<file path="config.mk">
export PLATFORM = sky130hd
export DESIGN_NAME = reload_timer_bank_flat
export DESIGN_NICKNAME = d
export VERILOG_FILES = /design/src/rtl/core/rtb_pkg.sv /design/src/rtl/core/rtb_if.sv /design/src/rtl/core/rtb_ctrl.sv /design/src/rtl/core/rtb_dpath.sv /design/src/rtl/core/reload_timer_bank.sv /design/src/flat_wrapper.sv
export SDC_FILE = /design/constraint.sdc
export NUM_CORES = 1
export LEC_CHECK = 0
export BUFFER_PORTS_ARGS = -buffer_cell sky130_fd_sc_hd__buf_2
export CAP_MARGIN = 20
export CORE_ASPECT_RATIO = 1.2
export CORE_MARGIN = 5
export CORE_UTILIZATION = 25
export DETAILED_ROUTE_END_ITERATION = 10
export MAX_ROUTING_LAYER = met4
export PLACE_DENSITY_LB_ADDON = 0.15
export SETUP_SLACK_MARGIN = 0.15
export SYNTH_ARGS = -nofsm -noshare
export SYNTH_HDL_FRONTEND = slang
export SYNTH_SLANG_ARGS = --single-unit
</file>
<file path="constraint.sdc">
create_clock -name i_clk -period 5.1 [get_ports i_clk]
set_input_delay 1.02 -clock i_clk [delete_from_list [all_inputs] [get_ports i_clk]]
set_output_delay 1.02 -clock i_clk [all_outputs]
set_load 0.01 [all_outputs]
</file>
<file path="src/rtl/core/rtb_pkg.sv">
// ----------------------------------------------------------------------------
// rtb_pkg
// Shared widths, item codes and controller-to-datapath command type for the
// reload timer bank.
// ----------------------------------------------------------------------------
package rtb_pkg;

    // number of timer channels (1 to 16)
    localparam int CHANNELS = 10;

    // channel index width, at least one bit
    localparam int CH_W = (CHANNELS > 1) ? $clog2(CHANNELS) : 1;

    localparam int FUNC_W    = 3;
    localparam int CHAN_W    = 4;
    localparam int COUNT_W   = 16;

    // item kind codes
    typedef enum logic [FUNC_W-1:0] {
        FUNC_TICK     = 3'd0,
        FUNC_SET_PER  = 3'd1,
        FUNC_SET_BOTH = 3'd2,
        FUNC_RD_DONE  = 3'd3,
        FUNC_RD_SHIFT = 3'd4
    } t_func;

    // datapath operations
    typedef enum logic [2:0] {
        OP_NONE     = 3'd0,
        OP_SET_PER  = 3'd1,
        OP_SET_BOTH = 3'd2,
        OP_RD_DONE  = 3'd3,
        OP_RD_SHIFT = 3'd4,
        OP_STEP     = 3'd5
    } t_dp_op;

    // command from controller to datapath
    typedef struct packed {
        t_dp_op          op;
        logic            ok;        // channel in range
        logic [CH_W-1:0] idx;       // channel the operation works on
        logic            load_out;  // capture the result word
    } t_dp_cmd;

endpackage

</file>
<file path="src/rtl/core/rtb_if.sv">
// ----------------------------------------------------------------------------
// rtb_if
// Valid/ready channels of the reload timer bank: item in, result out.
// ----------------------------------------------------------------------------
interface rtb_in_if;
    logic                          valid;
    logic                          ready;
    logic [rtb_pkg::FUNC_W-1:0]    func;
    logic [rtb_pkg::CHAN_W-1:0]    channel;
    logic [rtb_pkg::COUNT_W-1:0]   period;
    logic [rtb_pkg::COUNT_W-1:0]   shift_point;

    modport source (output valid, func, channel, period, shift_point, input ready);
    modport sink   (input valid, func, channel, period, shift_point, output ready);
endinterface

interface rtb_out_if;
    logic valid;
    logic ready;
    logic flag;

    modport source (output valid, flag, input ready);
    modport sink   (input valid, flag, output ready);
endinterface

</file>
<file path="src/rtl/core/rtb_ctrl.sv">
// ----------------------------------------------------------------------------
// rtb_ctrl
// Controller: takes item words, decodes them into datapath commands and
// walks all channels one per cycle on a tick.
// ----------------------------------------------------------------------------
module rtb_ctrl (
    input  logic                         i_clk,
    input  logic                         i_rst_n,
    input  logic                         i_in_valid,
    input  logic [rtb_pkg::FUNC_W-1:0]   i_func,
    input  logic [rtb_pkg::CHAN_W-1:0]   i_channel,
    input  logic                         i_out_ready,
    output logic                         o_in_ready,
    output logic                         o_out_valid,
    output rtb_pkg::t_dp_cmd             o_cmd
);

    typedef enum logic [1:0] {
        S_IDLE = 2'b01,
        S_WALK = 2'b10
    } t_state;

    t_state                    r_state, n_state;
    logic [rtb_pkg::CH_W-1:0]  r_walk, n_walk;
    logic                      r_out_valid, n_out_valid;
    logic                      w_accept;
    logic                      w_ok;

    // a new word is taken when idle and the result slot is free or draining
    assign o_in_ready  = (r_state == S_IDLE) && (!r_out_valid || i_out_ready);
    assign w_accept    = i_in_valid && o_in_ready;
    assign o_out_valid = r_out_valid;
    assign w_ok        = ({1'b0, i_channel} < (rtb_pkg::CHAN_W + 1)'(rtb_pkg::CHANNELS));

    // next state and command decode
    always_comb begin
        n_state      = r_state;
        n_walk       = r_walk;
        o_cmd.op       = rtb_pkg::OP_NONE;
        o_cmd.ok       = 1'b0;
        o_cmd.idx      = i_channel[rtb_pkg::CH_W-1:0];
        o_cmd.load_out = 1'b0;
        unique case (r_state)
            S_IDLE: begin
                if (w_accept) begin
                    o_cmd.ok       = w_ok;
                    o_cmd.load_out = 1'b1;
                    unique case (i_func)
                        rtb_pkg::FUNC_TICK: begin
                            n_state = S_WALK;
                            n_walk  = '0;
                        end
                        rtb_pkg::FUNC_SET_PER:  o_cmd.op = rtb_pkg::OP_SET_PER;
                        rtb_pkg::FUNC_SET_BOTH: o_cmd.op = rtb_pkg::OP_SET_BOTH;
                        rtb_pkg::FUNC_RD_DONE:  o_cmd.op = rtb_pkg::OP_RD_DONE;
                        rtb_pkg::FUNC_RD_SHIFT: o_cmd.op = rtb_pkg::OP_RD_SHIFT;
                        default:                o_cmd.op = rtb_pkg::OP_NONE;
                    endcase
                end
            end
            S_WALK: begin
                o_cmd.op  = rtb_pkg::OP_STEP;
                o_cmd.ok  = 1'b1;
                o_cmd.idx = r_walk;
                if (r_walk == rtb_pkg::CH_W'(rtb_pkg::CHANNELS - 1)) begin
                    n_state = S_IDLE;
                end else begin
                    n_walk = r_walk + rtb_pkg::CH_W'(1);
                end
            end
            default: n_state = S_IDLE;
        endcase
    end

    // result slot occupancy
    always_comb begin
        if (w_accept) begin
            n_out_valid = 1'b1;
        end else if (i_out_ready) begin
            n_out_valid = 1'b0;
        end else begin
            n_out_valid = r_out_valid;
        end
    end

    // control registers
    always_ff @(posedge i_clk) begin
        if (!i_rst_n) begin
            r_state     <= S_IDLE;
            r_walk      <= '0;
            r_out_valid <= 1'b0;
        end else begin
            r_state     <= n_state;
            r_walk      <= n_walk;
            r_out_valid <= n_out_valid;
        end
    end

endmodule

</file>
<file path="src/rtl/core/rtb_dpath.sv">
// ----------------------------------------------------------------------------
// rtb_dpath
// Datapath: per-channel period, count, shift point and flags, one channel
// updated or read per cycle, plus the registered result flag.
// ----------------------------------------------------------------------------
module rtb_dpath (
    input  logic                          i_clk,
    input  logic                          i_rst_n,
    input  rtb_pkg::t_dp_cmd              i_cmd,
    input  logic [rtb_pkg::COUNT_W-1:0]   i_period,
    input  logic [rtb_pkg::COUNT_W-1:0]   i_shift_point,
    output logic                          o_flag
);

    logic [rtb_pkg::COUNT_W-1:0] r_reload    [rtb_pkg::CHANNELS];
    logic [rtb_pkg::COUNT_W-1:0] r_count     [rtb_pkg::CHANNELS];
    logic [rtb_pkg::COUNT_W-1:0] r_shift_cmp [rtb_pkg::CHANNELS];
    logic [rtb_pkg::CHANNELS-1:0] r_done_mark;
    logic [rtb_pkg::CHANNELS-1:0] r_shift_mark;
    logic                         r_flag;

    logic [rtb_pkg::COUNT_W-1:0] w_count;
    logic [rtb_pkg::COUNT_W-1:0] w_reload;
    logic [rtb_pkg::COUNT_W-1:0] w_shift_cmp;
    logic                        n_flag;

    // selected channel
    assign w_count     = r_count[i_cmd.idx];
    assign w_reload    = r_reload[i_cmd.idx];
    assign w_shift_cmp = r_shift_cmp[i_cmd.idx];

    // flag read, zero for anything but an in-range read
    assign n_flag = i_cmd.ok &&
                    (((i_cmd.op == rtb_pkg::OP_RD_DONE)  && r_done_mark[i_cmd.idx]) ||
                     ((i_cmd.op == rtb_pkg::OP_RD_SHIFT) && r_shift_mark[i_cmd.idx]));

    // channel state update
    always_ff @(posedge i_clk) begin
        if (!i_rst_n) begin
            for (int c = 0; c < rtb_pkg::CHANNELS; c++) begin
                r_reload[c]    <= '0;
                r_count[c]     <= '0;
                r_shift_cmp[c] <= '0;
            end
            r_done_mark  <= '0;
            r_shift_mark <= '0;
        end else if (i_cmd.ok) begin
            unique case (i_cmd.op)
                rtb_pkg::OP_SET_PER: begin
                    r_reload[i_cmd.idx] <= i_period;
                    r_count[i_cmd.idx]  <= i_period;
                end
                rtb_pkg::OP_SET_BOTH: begin
                    r_reload[i_cmd.idx]    <= i_period;
                    r_count[i_cmd.idx]     <= i_period;
                    r_shift_cmp[i_cmd.idx] <= i_shift_point;
                end
                rtb_pkg::OP_RD_DONE: begin
                    r_done_mark[i_cmd.idx] <= 1'b0;
                end
                rtb_pkg::OP_STEP: begin
                    if (w_count != '0) begin
                        if (w_count == rtb_pkg::COUNT_W'(1)) begin
                            r_done_mark[i_cmd.idx] <= 1'b1;
                        end
                        if (w_count == w_shift_cmp) begin
                            r_shift_mark[i_cmd.idx] <= 1'b1;
                        end
                        r_count[i_cmd.idx] <= w_count - rtb_pkg::COUNT_W'(1);
                    end else begin
                        r_shift_mark[i_cmd.idx] <= 1'b0;
                        r_count[i_cmd.idx]      <= w_reload;
                    end
                end
                default: ;
            endcase
        end
    end

    // result word
    always_ff @(posedge i_clk) begin
        if (i_cmd.load_out) begin
            r_flag <= n_flag;
        end
    end

    assign o_flag = r_flag;

endmodule

</file>
<file path="src/rtl/core/reload_timer_bank.sv">
// ----------------------------------------------------------------------------
// reload_timer_bank
// Bank of down-counting reload timers with set, tick and flag-read items.
//
//   port      dir  carries
//   i_item    in   func, channel, period, shift_point
//   o_result  out  flag
//
// A set or read word's result is registered and valid in the cycle after it is taken.
// A tick word holds ready low while the controller walks the channels one
// per cycle through the single datapath update port.
// The next word is taken only once the output register is empty or drains in
// the same cycle; a stalled result holds the input off.
// Reset clears all periods, counts, shift points and channel flags, not the result flag.
// ----------------------------------------------------------------------------
module reload_timer_bank (
    input  logic      i_clk,
    input  logic      i_rst_n,
    rtb_in_if.sink    i_item,
    rtb_out_if.source o_result
);

    rtb_pkg::t_dp_cmd w_cmd;

    // controller
    rtb_ctrl u_ctrl (
        .i_clk       (i_clk),
        .i_rst_n     (i_rst_n),
        .i_in_valid  (i_item.valid),
        .i_func      (i_item.func),
        .i_channel   (i_item.channel),
        .i_out_ready (o_result.ready),
        .o_in_ready  (i_item.ready),
        .o_out_valid (o_result.valid),
        .o_cmd       (w_cmd)
    );

    // datapath
    rtb_dpath u_dpath (
        .i_clk         (i_clk),
        .i_rst_n       (i_rst_n),
        .i_cmd         (w_cmd),
        .i_period      (i_item.period),
        .i_shift_point (i_item.shift_point),
        .o_flag        (o_result.flag)
    );

endmodule

</file>
<file path="src/flat_wrapper.sv">
// flat-port wrapper written by rule: the top's interface ports become plain ports
module reload_timer_bank_flat 
  (i_clk, i_rst_n, i_item_valid, i_item_func, i_item_channel, i_item_period, i_item_shift_point, i_item_ready, o_result_valid, o_result_flag, o_result_ready);
  rtb_in_if i_item_i ();
  rtb_out_if o_result_i ();
  input  logic i_clk;
  input  logic i_rst_n;
  input wire logic [$bits(i_item_i.valid)-1:0] i_item_valid;
  input wire logic [$bits(i_item_i.func)-1:0] i_item_func;
  input wire logic [$bits(i_item_i.channel)-1:0] i_item_channel;
  input wire logic [$bits(i_item_i.period)-1:0] i_item_period;
  input wire logic [$bits(i_item_i.shift_point)-1:0] i_item_shift_point;
  output wire logic [$bits(i_item_i.ready)-1:0] i_item_ready;
  output wire logic [$bits(o_result_i.valid)-1:0] o_result_valid;
  output wire logic [$bits(o_result_i.flag)-1:0] o_result_flag;
  input wire logic [$bits(o_result_i.ready)-1:0] o_result_ready;
  assign i_item_i.valid = i_item_valid;
  assign i_item_i.func = i_item_func;
  assign i_item_i.channel = i_item_channel;
  assign i_item_i.period = i_item_period;
  assign i_item_i.shift_point = i_item_shift_point;
  assign i_item_ready = i_item_i.ready;
  assign o_result_valid = o_result_i.valid;
  assign o_result_flag = o_result_i.flag;
  assign o_result_i.ready = o_result_ready;
  reload_timer_bank u_core (.i_clk(i_clk), .i_rst_n(i_rst_n), .i_item(i_item_i), .o_result(o_result_i));
endmodule
</file>
==> out/metrics.cfg <==
[timing]
slew_headroom = 0.324
fin_setup_tns_ns = 0
fin_crit_sh = 0.903
hold_ws_ns = 0.501
worst_slew_pin_slew_ns = 1.01
slew_viol_final = 0
fmax_ghz = 0.217
finalHoldViolations = 0
fin_crit_ns = 4.61
grt_setup_unrepaired = false
fin_skew_ns = 0.0393
setup_viol = 0

[worst_setup_path]
critPathRequiredTime_ns = 5.66
crit_arrival_ns = 5.16
worst-setup-path-type = reg2reg
cp-end-kind = flop
cp-start-kind = flop
crit_fanout = 11

[clock_network]
tritoncts = done
clock-sinks = 796
clk_pin_slew_worst_paths_ns = 0.06
clock_latency_ns = 0.70
cts_buffers = 89
htree_levels = 3
clk_path_buf_depth = 3
cts-root-buf = clkbuf_16
cts_setup_buffers = 0
cts_hold_buf = 0

[yosys]
yosys_warnings = 0
postSynthAreaPerCell_sq_um = 12.0
syn_area_sq_um = 37300
yosysUniqueCellTypes = 80
synth_sequential_area_ratio = 0.633
ys_seq_elements = 796
synthFlopType = edfxtp_1
synthArstFlopShare = 0
syn_inst = 3120
synth-edff-count = 769

[drt]
viasPerCell = 4.81
drc_errors = 0
vias = 26300
ant_nets = 0
first_pass_iters = 6
drt_iter0_markers = 2084
wirelength_microns = 135000
wire_per_inst_microns = 24.7

[final_layout]
nFillCells = 15400
area_growth_syn_to_layout_pct = 19.8
final_nets = 3493
finalNonFillerCells = 5481
layout_common_cells = edfxtp_1 (769), nand2_1 (443), nor2_1 (378)
final_common_cell = edfxtp_1
drive_gt1_frac = 0.164
fin_area_sq_um = 44700

[floorplanning]
initial_core_util = 0.251
die-area_sq_um = 157000
fp.dieW_microns = 363
io_pins = 46
die_h_microns = 433
fp.coreArea_sq_um = 149000
core.rowCount = 155

[pwr]
p_leak_nw = 15.8
p_int_w = 0.0118
p_seq_frac = 0.460
p_total_w = 0.0162
clockPowerShare = 0.396
p_per_area_nw_per_um2 = 363
ir_drop_mv = 0.207
switchingPower_w = 0.00444
switching_share = 0.273
combPwrFrac = 0.144

[run]
timing.max_cap.violations = 0

[global_routing]
grt_pass1_vias = 26100
grt_first_pass_wirelength_microns = 194000
grt_max_degree = 80
grt_overflow = 0
grt_use_total = 0.174
antenna_found_initial = 6

[placement]
gp_congestion = 0.814
hpwl_microns = 86900
portBuffers = 45
placed_cells = 5315
dpl-instance-area_sq_um = 41900

[run_status]
status = complete, no violations

[worst_hold_path]
hp-class = reg2reg

==> synth_stat cells (12+ instances only) <==
master / instances / area, sq um
a31oi_1: 52 / 325
dfxtp_1: 27 / 541
o21a_1: 45 / 338
and3_1: 54 / 338
o41ai_1: 18 / 158
o32ai_1: 28 / 245
o211ai_1: 12 / 90.1
mux2i_1: 14 / 140
nor4bb_1: 28 / 280
o22ai_1: 43 / 269
nor2b_1: 63 / 394
o21ai_1: 21 / 105
o21ai_0: 105 / 526
nand3_1: 86 / 430
mux4_2: 62 / 1400
xnor2_1: 13 / 114
edfxtp_1: 769 / 23100
inv_1: 83 / 312
and2_1: 55 / 344
o21bai_1: 24 / 180
nor4_1: 22 / 138
a32oi_1: 27 / 236
nand2b_1: 32 / 200
buf_2: 63 / 315
nor4b_1: 21 / 184
nand2_1: 448 / 1680
a41oi_1: 26 / 228
nand4_1: 43 / 269
nand4b_1: 28 / 245
nor3_1: 19 / 95.1
a21oi_1: 80 / 400
buf_6: 16 / 180
clkbuf_1: 162 / 608
nor2_1: 384 / 1440
==> final cells by class <==
type | count | area (sq um) | area share
diodes | 2 | 5.00 | 0.000112
inverters | 85 | 319 | 0.00714
repair buffers | 294 | 2330 | 0.0521
flip-flops and latches | 796 | 23600 | 0.529
clock buffers | 108 | 2320 | 0.0519
clock inverters | 56 | 515 | 0.0115
well taps | 1962 | 2450 | 0.0549
multi-input cells | 2178 | 13100 | 0.294
==> registers in the layout (all words and copies together) (netlist names), named ones only <==
signal,flops
u_core.u_dpath.r_count,256
u_core.u_dpath.r_shift_cmp,256
u_core.u_ctrl.r_state,2
u_core.u_dpath.r_reload,256
u_core.u_ctrl.o_out_valid,1
u_core.u_ctrl.r_walk,4
u_core.u_dpath.o_flag,1
==> critical path: stages, from the launching register on <==
cell and delay [ns]:
dfxtp_1 0.33, inv_1 0.10, ha_4 0.28, mux2i_4 0.53, mux4_2 0.57, nand2_1 0.13, nand4_2 0.13, inv_1 0.12
ha_1 0.23, inv_1 0.12, nor4_4 0.46, nand2_1 0.13, xor2_1 0.21, o31ai_2 0.85, buf_4 0.26
==> path summary, 6_finish.rpt <==
kind / from / cells past startpoint / to / slack (ns)
setup / recovery: u_core.u_ctrl.r_state[0] / 14 / u_core.u_dpath.r_count[14][8] / 0.49
hold / removal: flop / 2 / flop / 0.50
hold reg to reg: flop / 2 / flop / 0.50
setup reg to reg: u_core.u_ctrl.r_state[0] / 14 / u_core.u_dpath.r_count[14][8] / 0.49
==> power by group through the flow <==
stage                     Clock (W)  Combinational [W]  Sequential, W
final                       0.00643            0.00234        0.00747
after CTS                   0.00664            0.00237        0.00747
after detailed placement          0            0.00236        0.00761
after global placement            0            0.00237        0.00760
after global routing        0.00688            0.00251        0.00749
after floorplan                   0            0.00129        0.00758
==> per-stage QoR <==
| step | setup slack, ns | utilization |
|---|---|---|
| 4_1_cts | 0.312 | 0.301 |
| 3_5_place_dp | -0.0819 | 0.282 |
| 6_report | 0.495 | 0.301 |
| 2_1_floorplan | 0.180 | - |
| 5_1_grt | 0.222 | 0.301 |
| 3_3_place_gp | 0.0291 | 0.282 |
==> timing repair <==
action	CTS	global route
hold endpoints to repair	0	0
setup endpoints to repair	0	30
gates resized for setup	0	1
==> routing by layer <==
metal  vias to the layer above  wire length [microns]  track usage  share of wire
met4                         0                   3530       0.0520          0.026
met2                       682                  65200        0.285           0.48
met5                         -                      0            -              0
met3                       179                   6020       0.0213          0.045
li1                      12000                      -            -              -
met1                     13500                  60400        0.229           0.45
==> kinds of logic (layout without fill, tap and decap cells) <==
family	count (synthesis)	after routing	share of synthesized area
xor+xnor	23	23	0.00540
other cells	1	194	0.000100
mux	81	81	0.0430
compound gates	531	531	0.0983
fa+ha+maj	6	6	0.00201
flops	796	796	0.633
simple gates	1345	1345	0.178
buf+inv	337	543	0.0400
Note: power is estimated with default switching activity, not from simulation.
